## config.mk

```make
export PLATFORM = sky130hd
export DESIGN_NAME = fixed_point_line_stepper_core
export DESIGN_NICKNAME = d
export VERILOG_FILES = /design/src/rtl/fpls_pkg.sv /design/src/rtl/fixed_point_line_stepper_core.sv
export SDC_FILE = /design/constraint.sdc
export NUM_CORES = 1
export LEC_CHECK = 0
export ABC_AREA = 0
export BUFFER_PORTS_ARGS = -buffer_cell sky130_fd_sc_hd__buf_4
export CAP_MARGIN = 20
export CORE_MARGIN = 2
export CORE_UTILIZATION = 55
export CTS_BUF_LIST = sky130_fd_sc_hd__clkbuf_4
export CTS_CLUSTER_SIZE = 8
export DETAILED_ROUTE_END_ITERATION = 6
export GPL_TIMING_DRIVEN = 0
export PLACE_DENSITY = 0.8
export SETUP_SLACK_MARGIN = 0.2
export SLEW_MARGIN = 10
export SYNTH_ARGS = -nofsm -noshare
export SYNTH_HDL_FRONTEND = slang
export SYNTH_SLANG_ARGS = --single-unit
```

## constraint.sdc

```tcl
create_clock -name aclk -period 5.5 [get_ports aclk]
set_input_delay 1.1 -clock aclk [delete_from_list [all_inputs] [get_ports aclk]]
set_output_delay 1.1 -clock aclk [all_outputs]
set_load 0.02 [all_outputs]
```

## src/rtl/fpls_pkg.sv

```systemverilog
`timescale 1ns / 1ps
// ----------------------------------------------------------------------------
// fpls_pkg
// Shared types and constants for the fixed-point line stepper.
// ----------------------------------------------------------------------------
package fpls_pkg;

    localparam int COORD_BITS    = 12;
    localparam int FRAC_BITS_DEF = 16;

    typedef enum logic [0:0] {
        OP_START = 1'b0,
        OP_STEP  = 1'b1
    } op_t;

    typedef struct packed {
        op_t                           op;
        logic signed [COORD_BITS-1:0]  x_start;
        logic signed [COORD_BITS-1:0]  y_start;
        logic signed [COORD_BITS-1:0]  x_end;
        logic signed [COORD_BITS-1:0]  y_end;
    } req_t;

    typedef struct packed {
        logic signed [COORD_BITS-1:0]  pix_x;
        logic signed [COORD_BITS-1:0]  pix_y;
        logic                          pix_valid;
        logic                          pix_last;
    } res_t;

endpackage

```

## src/rtl/fixed_point_line_stepper_core.sv

```systemverilog
`timescale 1ns / 1ps
// ----------------------------------------------------------------------------
// fixed_point_line_stepper_core
// DDA line rasterizer: a start request sets up the line and emits the first
// pixel, each step request emits the next pixel.
// ----------------------------------------------------------------------------
// Output: every request writes its result into the output register on
// acceptance.
// Throughput: step requests 1 per cycle while the output is not stalled; a start
// request with a nonzero major length keeps the block busy while the restoring
// divider forms the slope, one quotient bit per cycle.
// Reset (aresetn low, synchronous): no line active, divider idle, output empty.
module fixed_point_line_stepper_core #(
    parameter int FRAC_BITS = fpls_pkg::FRAC_BITS_DEF
) (
    input  logic            aclk,
    input  logic            aresetn,
    input  logic            s_valid,
    output logic            s_ready,
    input  fpls_pkg::req_t  s_req,
    output logic            m_valid,
    input  logic            m_ready,
    output fpls_pkg::res_t  m_res
);

    localparam int CB         = fpls_pkg::COORD_BITS;
    localparam int ACC_BITS   = CB + FRAC_BITS + 2;
    localparam int SLOPE_BITS = FRAC_BITS + 2;
    localparam int Q_BITS     = FRAC_BITS + 1;
    localparam int CNT_BITS   = $clog2(FRAC_BITS + 1);

    typedef enum logic [0:0] {
        ST_IDLE,
        ST_DIV
    } state_t;

    state_t                 state_reg;
    logic [CB-1:0]          major_pos_reg;
    logic [CB-1:0]          major_end_reg;
    logic [ACC_BITS-1:0]    minor_accum_reg;
    logic [SLOPE_BITS-1:0]  slope_step_reg;
    logic                   step_down_reg;
    logic                   y_is_major_reg;
    logic                   line_active_reg;
    logic [CB:0]            rem_reg;
    logic [CB-1:0]          divisor_reg;
    logic [Q_BITS-1:0]      quot_reg;
    logic                   slope_neg_reg;
    logic [CNT_BITS-1:0]    cnt_reg;
    logic                   m_valid_reg;
    fpls_pkg::res_t         m_res_reg;

    logic                   accept;
    logic signed [CB:0]     dx;
    logic signed [CB:0]     dy;
    logic [CB:0]            adx_full;
    logic [CB:0]            ady_full;
    logic [CB-1:0]          adx;
    logic [CB-1:0]          ady;
    logic                   y_major;
    logic [CB-1:0]          st_pos;
    logic [CB-1:0]          st_end;
    logic [CB-1:0]          st_minor;
    logic [CB-1:0]          st_amaj;
    logic [CB-1:0]          st_amin;
    logic                   st_down;
    logic                   st_neg;
    logic [ACC_BITS-1:0]    st_accum;
    logic [CB-1:0]          sp_pos;
    logic [ACC_BITS-1:0]    sp_accum;
    logic [CB-1:0]          sp_minor;
    logic                   sp_last;
    logic [CB:0]            div_diff;
    logic                   div_bit;
    logic [CB:0]            div_rem;
    logic [Q_BITS-1:0]      quot_next;
    logic [SLOPE_BITS-1:0]  q_ext;

    assign accept  = s_valid && s_ready;
    assign s_ready = (state_reg == ST_IDLE) && (!m_valid_reg || m_ready);
    assign m_valid = m_valid_reg;
    assign m_res   = m_res_reg;

    // start setup
    always_comb begin
        dx       = {s_req.x_end[CB-1], s_req.x_end} - {s_req.x_start[CB-1], s_req.x_start};
        dy       = {s_req.y_end[CB-1], s_req.y_end} - {s_req.y_start[CB-1], s_req.y_start};
        adx_full = dx[CB] ? ((CB+1)'(0) - dx) : dx;
        ady_full = dy[CB] ? ((CB+1)'(0) - dy) : dy;
        adx      = adx_full[CB-1:0];
        ady      = ady_full[CB-1:0];
        y_major  = ady > adx;
        if (y_major) begin
            st_pos   = s_req.y_start;
            st_end   = s_req.y_end;
            st_minor = s_req.x_start;
            st_amaj  = ady;
            st_amin  = adx;
            st_down  = dy[CB];
            st_neg   = dx[CB];
        end else begin
            st_pos   = s_req.x_start;
            st_end   = s_req.x_end;
            st_minor = s_req.y_start;
            st_amaj  = adx;
            st_amin  = ady;
            st_down  = dx[CB];
            st_neg   = dy[CB];
        end
        st_accum = {{2{st_minor[CB-1]}}, st_minor, {FRAC_BITS{1'b0}}}
                 | (ACC_BITS'(1) << (FRAC_BITS - 1));
    end

    // step datapath
    always_comb begin
        sp_pos   = major_pos_reg + (step_down_reg ? {CB{1'b1}} : CB'(1));
        sp_accum = minor_accum_reg
                 + {{(ACC_BITS-SLOPE_BITS){slope_step_reg[SLOPE_BITS-1]}}, slope_step_reg};
        sp_minor = sp_accum[FRAC_BITS +: CB];
        sp_last  = sp_pos == major_end_reg;
    end

    // one restoring divide step
    always_comb begin
        div_diff  = rem_reg - {1'b0, divisor_reg};
        div_bit   = rem_reg >= {1'b0, divisor_reg};
        div_rem   = div_bit ? div_diff : rem_reg;
        quot_next = {quot_reg[Q_BITS-2:0], div_bit};
        q_ext     = {1'b0, quot_next};
    end

    always_ff @(posedge aclk) begin
        if (!aresetn) begin
            state_reg       <= ST_IDLE;
            line_active_reg <= 1'b0;
            m_valid_reg     <= 1'b0;
        end else begin
            if (m_valid_reg && m_ready && !accept) begin
                m_valid_reg <= 1'b0;
            end
            unique case (state_reg)
                ST_IDLE: begin
                    if (accept) begin
                        m_valid_reg <= 1'b1;
                        if (s_req.op == fpls_pkg::OP_START) begin
                            major_pos_reg   <= st_pos;
                            major_end_reg   <= st_end;
                            minor_accum_reg <= st_accum;
                            step_down_reg   <= st_down;
                            y_is_major_reg  <= y_major;
                            line_active_reg <= st_amaj != '0;
                            slope_step_reg  <= '0;
                            rem_reg         <= {1'b0, st_amin};
                            divisor_reg     <= st_amaj;
                            slope_neg_reg   <= st_neg;
                            quot_reg        <= '0;
                            cnt_reg         <= CNT_BITS'(FRAC_BITS);
                            m_res_reg.pix_x     <= s_req.x_start;
                            m_res_reg.pix_y     <= s_req.y_start;
                            m_res_reg.pix_valid <= 1'b1;
                            m_res_reg.pix_last  <= st_amaj == '0;
                            if (st_amaj != '0) begin
                                state_reg <= ST_DIV;
                            end
                        end else if (line_active_reg) begin
                            major_pos_reg   <= sp_pos;
                            minor_accum_reg <= sp_accum;
                            line_active_reg <= !sp_last;
                            m_res_reg.pix_x     <= y_is_major_reg ? sp_minor : sp_pos;
                            m_res_reg.pix_y     <= y_is_major_reg ? sp_pos : sp_minor;
                            m_res_reg.pix_valid <= 1'b1;
                            m_res_reg.pix_last  <= sp_last;
                        end else begin
                            m_res_reg <= '0;
                        end
                    end
                end
                ST_DIV: begin
                    rem_reg  <= {div_rem[CB-1:0], 1'b0};
                    quot_reg <= quot_next;
                    cnt_reg  <= cnt_reg - CNT_BITS'(1);
                    if (cnt_reg == '0) begin
                        slope_step_reg <= slope_neg_reg ? (SLOPE_BITS'(0) - q_ext) : q_ext;
                        state_reg      <= ST_IDLE;
                    end
                end
                default: begin
                    state_reg <= ST_IDLE;
                end
            endcase
        end
    end

endmodule
```

Yosys cells after proc, flatten, opt, wreduce, memory -nomap -nowiden
Index checks and enable logic that the tools add are counted.

Logic and storage cells: 97. Flip-flop bits (word level): 150. Bits of input ports: 53.

Order comparisons: 2. Bitwise gates (word level): 2. $add $sub $neg: 9. Eq/ne operators: 5. Reduce and logical (&&, ||, !) cells: 17. Muxes and demuxes: 43.

Operators with widths (number): $mux 12 (13); $mux 18 (4); $mux 30 (2); $mux 26 (2); $pmux 18 s2 (1); $mux 16 (2); $pmux 16 s2 (1); $add 30x30->30 (1); $mux 13 (2); $pmux 13 s2 (1); $sub 12x12->13 (2); $sub 1x12->12 const A (2); $sub 1x17->18 const A (1); $ge 13x12->1 (1); $add 12x12->12 (1); $eq 12x12->1 (1); $gt 12x12->1 (1); $logic_not 12->1 (1); $reduce_and 4->1 (3); $reduce_bool 12->1 (1); $sub 12x12->12 (1); $mux 1 (11); $mux 5 (2); $pmux 5 s2 (1); 11 further kinds (20).

Logic depth before layout (Yosys ltp)
Depth after elaboration: 10. Mapped depth: 23.

Worst setup path before layout
Ideal clock, no wire load.

Path type: input-to-reg. Start: input s_req[0] (netlist name). End: register line_active_reg. Data required time: 5.367 ns. Path buffers: 0. Cell stages on the path: 21. Path slack: -0.209 ns. Arrival time: 5.576 ns. Setup time: 0.133 ns. Cells stage by stage: inv_1 -> ha_1 -> fa_1 -> nand2b_1 -> a21oi_1 -> nor2_1 -> o311ai_0 -> nor2_1 -> a31oi_1 -> xor2_1 -> inv_1 -> ha_1 -> a21oi_1 -> nand2_1 -> a21o_1 -> o31ai_1 -> inv_1 -> a2111o_1 -> a2111o_1 -> o31ai_2 -> o211ai_1.

Cells in the longest elaborated chain, start to end: 7.

RTL lines: start: declaration (RTL line fixed_point_line_stepper_core.sv:20) `input fpls_pkg::req_t s_req,`; $sub 12x12->13 (*) (RTL line fixed_point_line_stepper_core.sv:87) `dy = {s_req.y_end[CB-1], s_req.y_end} - {s_req.y_start[CB-1], s_req.y_start};`; $sub 1x12->12 (RTL line fixed_point_line_stepper_core.sv:89) `ady_full = dy[CB] ? ((CB+1)'(0) - dy) : dy;`; $mux 12 (*) (RTL line fixed_point_line_stepper_core.sv:89); $gt 12x12->1 (RTL line fixed_point_line_stepper_core.sv:92) `y_major = ady > adx;`; $mux 12 (*) (RTL line fixed_point_line_stepper_core.sv:93) `if (y_major) begin`; $reduce_bool 12->1 (*) (RTL line fixed_point_line_stepper_core.sv:151) `line_active_reg <= st_amaj != '0;`; $mux 1 (*) (RTL line fixed_point_line_stepper_core.sv:145) `if (s_req.op == fpls_pkg::OP_START) begin`; end signal: assignment (RTL line fixed_point_line_stepper_core.sv:168) `line_active_reg <= !sp_last;`; end: declaration (RTL line fixed_point_line_stepper_core.sv:44) `logic line_active_reg;`.

Mark *: on every way between the ends. The rest lies on a longest branch, timed or not. A chain may end at the register's enable or synchronous reset.

Worst setup path after layout
Start: input s_req[36] (netlist name). End: register state_reg.

Cells in the longest elaborated chain, start to end: 10.

RTL lines: $sub 12x12->13 (*) (RTL line fixed_point_line_stepper_core.sv:86) `dx = {s_req.x_end[CB-1], s_req.x_end} - {s_req.x_start[CB-1], s_req.x_start};`; $sub 1x12->12 (RTL line fixed_point_line_stepper_core.sv:88) `adx_full = dx[CB] ? ((CB+1)'(0) - dx) : dx;`; $mux 12 (*) (RTL line fixed_point_line_stepper_core.sv:88); $gt 12x12->1 (RTL line fixed_point_line_stepper_core.sv:92); $mux 12 (*) (RTL line fixed_point_line_stepper_core.sv:93); $reduce_bool 12->1 (*) (RTL line fixed_point_line_stepper_core.sv:162) `if (st_amaj != '0) begin`; $mux 1 (*) (RTL line fixed_point_line_stepper_core.sv:162); $mux 1 (*) (RTL line fixed_point_line_stepper_core.sv:145); $mux 1 (*) (RTL line fixed_point_line_stepper_core.sv:143) `if (accept) begin`; $pmux 1 s2 (*) (RTL line fixed_point_line_stepper_core.sv:141) `unique case (state_reg)`; end signal: assignment (RTL line fixed_point_line_stepper_core.sv:134) `state_reg <= ST_IDLE;`; end signal: assignment (RTL line fixed_point_line_stepper_core.sv:163) `state_reg <= ST_DIV;`; end signal: assignment (RTL line fixed_point_line_stepper_core.sv:184) `state_reg <= ST_IDLE;`; end: declaration (RTL line fixed_point_line_stepper_core.sv:37) `state_t state_reg;`.

Marked as above.

==> flow_metrics.env <==
export IMPL_synth_top_cells_by_area="sky130_fd_sc_hd__edfxtp_1 (37%), sky130_fd_sc_hd__ha_1 (9.6%), sky130_fd_sc_hd__xnor2_1 (4.3%)"
export IMPL_weighted_congestion_reported_at_the_end_of_routability_driven_placement=0.991
export IMPL_worstSetupEndpointType="flip-flop"
export IMPL_crit_arrival_ns=5.85
export IMPL_synth_lib_cells_used_distinct=77
export IMPL_mean_instance_size_in_the_synthesized_netlist_sq_um=9.21
export IMPL_synth_edff_count=145
export IMPL_report_final_slew_viol_count=0
export IMPL_root_buffer_selected_by_cts="sky130_fd_sc_hd__clkbuf_4"
export IMPL_first_global_vias=10100
export IMPL_number_of_h_tree_levels=4
export IMPL_layout_commonest_cell="sky130_fd_sc_hd__edfxtp_1"
export IMPL_finish_net_count=1554
export IMPL_cts_made_buffers=17
export IMPL_place_hpwl_mm=25.9
export IMPL_portBuffers=80
export IMPL_worstHoldPathType="reg -> reg"
export IMPL_crit_reg2reg_launch="rem_reg[1]$_DFFE_PP_"
export IMPL_die_w_um=150
export IMPL_initial_utilization=0.560
export IMPL_cp_slowest_cell="sky130_fd_sc_hd__a2111o_1"
export IMPL_grt_first_pass_wirelength_mm=52.7
export IMPL_grt_use_total=0.305
export IMPL_timing_critical_path_cells="buf_6 > ha_4 > fa_2 > buf_12 > xor2_4 > nand2b_1 > mux2i_2 > o2111ai_2 > o41ai_4 > xnor2_2 > xnor2_2 > ha_1 > nand4_1 > a211oi_2 > o31ai_4 > inv_2 > and2_1 > a41oi_2 > a2111o_1 > o31ai_4 > o211ai_1"
export IMPL_insertion_delay_ns=0.60
export IMPL_syn_to_final_growth_pct=17.9
export IMPL_placementRows=53
export IMPL_grt_max_degree=35
export IMPL_global_route_peak_usage_layer="met2"
export IMPL_ios=81
export IMPL_crit_start="s_req[36]"
export IMPL_antenna_found_initial=3
export IMPL_clock_path_buffers=2
export IMPL_post_cts_hold_buffer_count=0
export IMPL_hold_violations=0
export IMPL_synth_top_cell_area_share=0.370
export IMPL_synth_warnings=0
export IMPL_ys_seq_area_frac=0.375
export IMPL_cellLeakagePower_nw=5.64
export IMPL_total_power_mw=5.15
export IMPL_max_vdd_ir_drop_mv=0.221
export IMPL_postRouteAntennaNets=0
export IMPL_cts_tree="built"
export IMPL_netlist_top_cell_by_area="sky130_fd_sc_hd__edfxtp_1"
export IMPL_critical_path_startpoint_type="input port"
export IMPL_design_die_area_sq_um=22600
export IMPL_setup_worst_path_class="in -> reg"
export IMPL_power_per_cell_area_nw_per_um2=371
export IMPL_layout_cells_sized_above_1=0.183
export IMPL_groute_layer_met2_usage=0.508
export IMPL_detail_route_wl_per_cell_um=20.4
export IMPL_layout_min_cycle_time_ns=5.37
export IMPL_drc=0
export IMPL_nFillCells=1637
export IMPL_ys_flop_type="sky130_fd_sc_hd__edfxtp_1"
export IMPL_run_status="completed"
export IMPL_cts_sinks=148
export IMPL_fin_worst_skew_ns=0.0252
export IMPL_worstMarginPinSlew_ns=0.938
export IMPL_synthesis_stage_register_bit_count=148
export IMPL_synth_async_sr_flop_share=0
export IMPL_layout_cells_most_common_list="sky130_fd_sc_hd__edfxtp_1 (145), sky130_fd_sc_hd__buf_4 (103), sky130_fd_sc_hd__nor2_1 (99)"
export IMPL_setup_viol=0
export IMPL_rsz0062_at_grt="true"
export IMPL_worst_path_dominant_cell_family="compound AO/OA/AOI/OAI gates"
export IMPL_largest_register_ffs=28
export IMPL_postRouteWirelength_mm=34.6
export IMPL_grt_remaining_overflow=0
export IMPL_syn_cell_area_sq_um=11800
export IMPL_core_area_sq_um=21000
export IMPL_min_delay_start="m_valid$_SDFF_PN0_"
export IMPL_drt_pre_antenna_iters=7
export IMPL_timing_fmax_mhz=186
export IMPL_max_slew_margin=0.373
export IMPL_worst_setup_hold_path_clk_slew_ns=0.13
export IMPL_setup_reg_to_reg_worst_slack_ns=0.74
export IMPL_gr_usage_met3=0.0685
export IMPL_worstPathBufferInverterCount=3
export IMPL_detailroute_via_count=10600
export IMPL_postSynthCellCount=1277
export IMPL_crit_path_max_incr_delay_ns=0.52
export IMPL_drt_iter0_markers=1111
export IMPL_number_of_vias_per_cell=6.26
export IMPL_postSynthNetCount=1425
export IMPL_crit_path_max_fanout=6
export IMPL_finalHoldWorstSlack_ns=0.583
export IMPL_gr_met1_demand_resource=0.396
export IMPL_dieHeight_um=150
export IMPL_worst_ep_required_time_ns=5.97
export IMPL_final_period_utilization=0.977
export IMPL_drv_cap=0
cell type report:
cell class | count | area [sq um] | share of cell area
sequential | 148 | 4410 | 0.318
multi-input combinational | 992 | 7340 | 0.529
timing repair buffer | 110 | 910 | 0.0655
tap | 275 | 344 | 0.0248
antenna | 2 | 5.00 | 0.000361
inverter | 91 | 354 | 0.0255
buffer | 46 | 209 | 0.0151
clock inverter | 14 | 178 | 0.0128
clock buffer | 17 | 128 | 0.00920
per-stage QoR:
stage / utilization / setup WS (ns) / setup TNS [ns] / std cells / instance area (sq um)
detailed placement: 0.611 / -0.919 / -46.12 / 1634 / 12800
finish: 0.660 / 0.126 / 0 / 1695 / 13900
floorplan: - / 0.170 / 0 / 1277 / 11800
global placement: 0.608 / -0.873 / -45.06 / 1632 / 12800
CTS: 0.634 / 0.209 / 0 / 1673 / 13300
global route: 0.660 / -0.0272 / -0.0344 / 1695 / 13900
repair_timing:
action                     in CTS  in global routing
setup endpoints to repair      60                 61
hold endpoints to repair        0                  0
gates resized for setup        28                 71
setup buffers                   8                 19
pin swaps                       9                 24
synth_stat cells, types with 8 or more instances:
master,count
sky130_fd_sc_hd__a211oi_1,13
sky130_fd_sc_hd__a21o_1,29
sky130_fd_sc_hd__a21oi_1,95
sky130_fd_sc_hd__a31oi_1,8
sky130_fd_sc_hd__and2_1,40
sky130_fd_sc_hd__and3_1,12
sky130_fd_sc_hd__buf_1,10
sky130_fd_sc_hd__clkbuf_1,30
sky130_fd_sc_hd__edfxtp_1,145
sky130_fd_sc_hd__ha_1,90
sky130_fd_sc_hd__inv_1,90
sky130_fd_sc_hd__mux2_2,13
sky130_fd_sc_hd__mux2i_1,35
sky130_fd_sc_hd__nand2_1,99
sky130_fd_sc_hd__nand2b_1,23
sky130_fd_sc_hd__nand3_1,19
sky130_fd_sc_hd__nand4_1,12
sky130_fd_sc_hd__nor2_1,104
sky130_fd_sc_hd__nor2b_1,20
sky130_fd_sc_hd__nor3_1,24
sky130_fd_sc_hd__o2111ai_1,9
sky130_fd_sc_hd__o211ai_1,9
sky130_fd_sc_hd__o21ai_0,86
sky130_fd_sc_hd__o22ai_1,14
sky130_fd_sc_hd__o31ai_1,21
sky130_fd_sc_hd__or2_2,9
sky130_fd_sc_hd__or3_1,12
sky130_fd_sc_hd__xnor2_1,58
sky130_fd_sc_hd__xor2_1,37
final timing paths:
path                                 endpoint  depth (start not counted)
max                      state_reg$_SDFF_PN0_                         21
min reg2reg                m_valid$_SDFF_PN0_                          2
min                        m_valid$_SDFF_PN0_                          2
max reg2reg  slope_step_reg[12]$_SDFFCE_PN0P_                         17
worst register-to-register path, stage by stage, from the launching register on:
cell                       delay (ns)
sky130_fd_sc_hd__edfxtp_1        0.44
sky130_fd_sc_hd__ha_1            0.33
sky130_fd_sc_hd__nor2b_1         0.13
sky130_fd_sc_hd__o21ai_0         0.21
sky130_fd_sc_hd__a21boi_0        0.17
sky130_fd_sc_hd__o21ai_0         0.25
sky130_fd_sc_hd__a21oi_1         0.19
sky130_fd_sc_hd__a41oi_1         0.42
sky130_fd_sc_hd__a21oi_1         0.17
sky130_fd_sc_hd__buf_1           0.31
sky130_fd_sc_hd__buf_1           0.38
sky130_fd_sc_hd__inv_1           0.16
sky130_fd_sc_hd__ha_1            0.20
sky130_fd_sc_hd__inv_1           0.09
sky130_fd_sc_hd__or4_1           0.57
sky130_fd_sc_hd__o21ai_0         0.25
sky130_fd_sc_hd__xnor2_1         0.11
sky130_fd_sc_hd__and2_1          0.16
metal layers:
metal | vias to the layer above | share of wire
met5 | - | 0.00038
met4 | 2 | 0.030
met3 | 107 | 0.097
met2 | 587 | 0.48
met1 | 4986 | 0.39
li1 | 4932 | -
report_power, final:
group          switching (mW)  total, mW  internal, mW
Sequential             0.0741       1.56          1.49
Clock                   0.448      0.767         0.319
Combinational            1.72       2.82          1.10
cell families (layout without fill, tap and decap cells):
family	Yosys count	in the layout	synth area share
AO/OA/AOI/OAI	353	353	0.194
buffers and inverters	137	278	0.0451
multiplexers	49	49	0.0434
flip-flops	148	148	0.375
XOR/XNOR	95	95	0.0707
adder cells (fa/ha/maj)	95	95	0.104
other	0	2	0
AND/OR/NAND/NOR	400	400	0.168
Power figures use the tool's default switching activity.
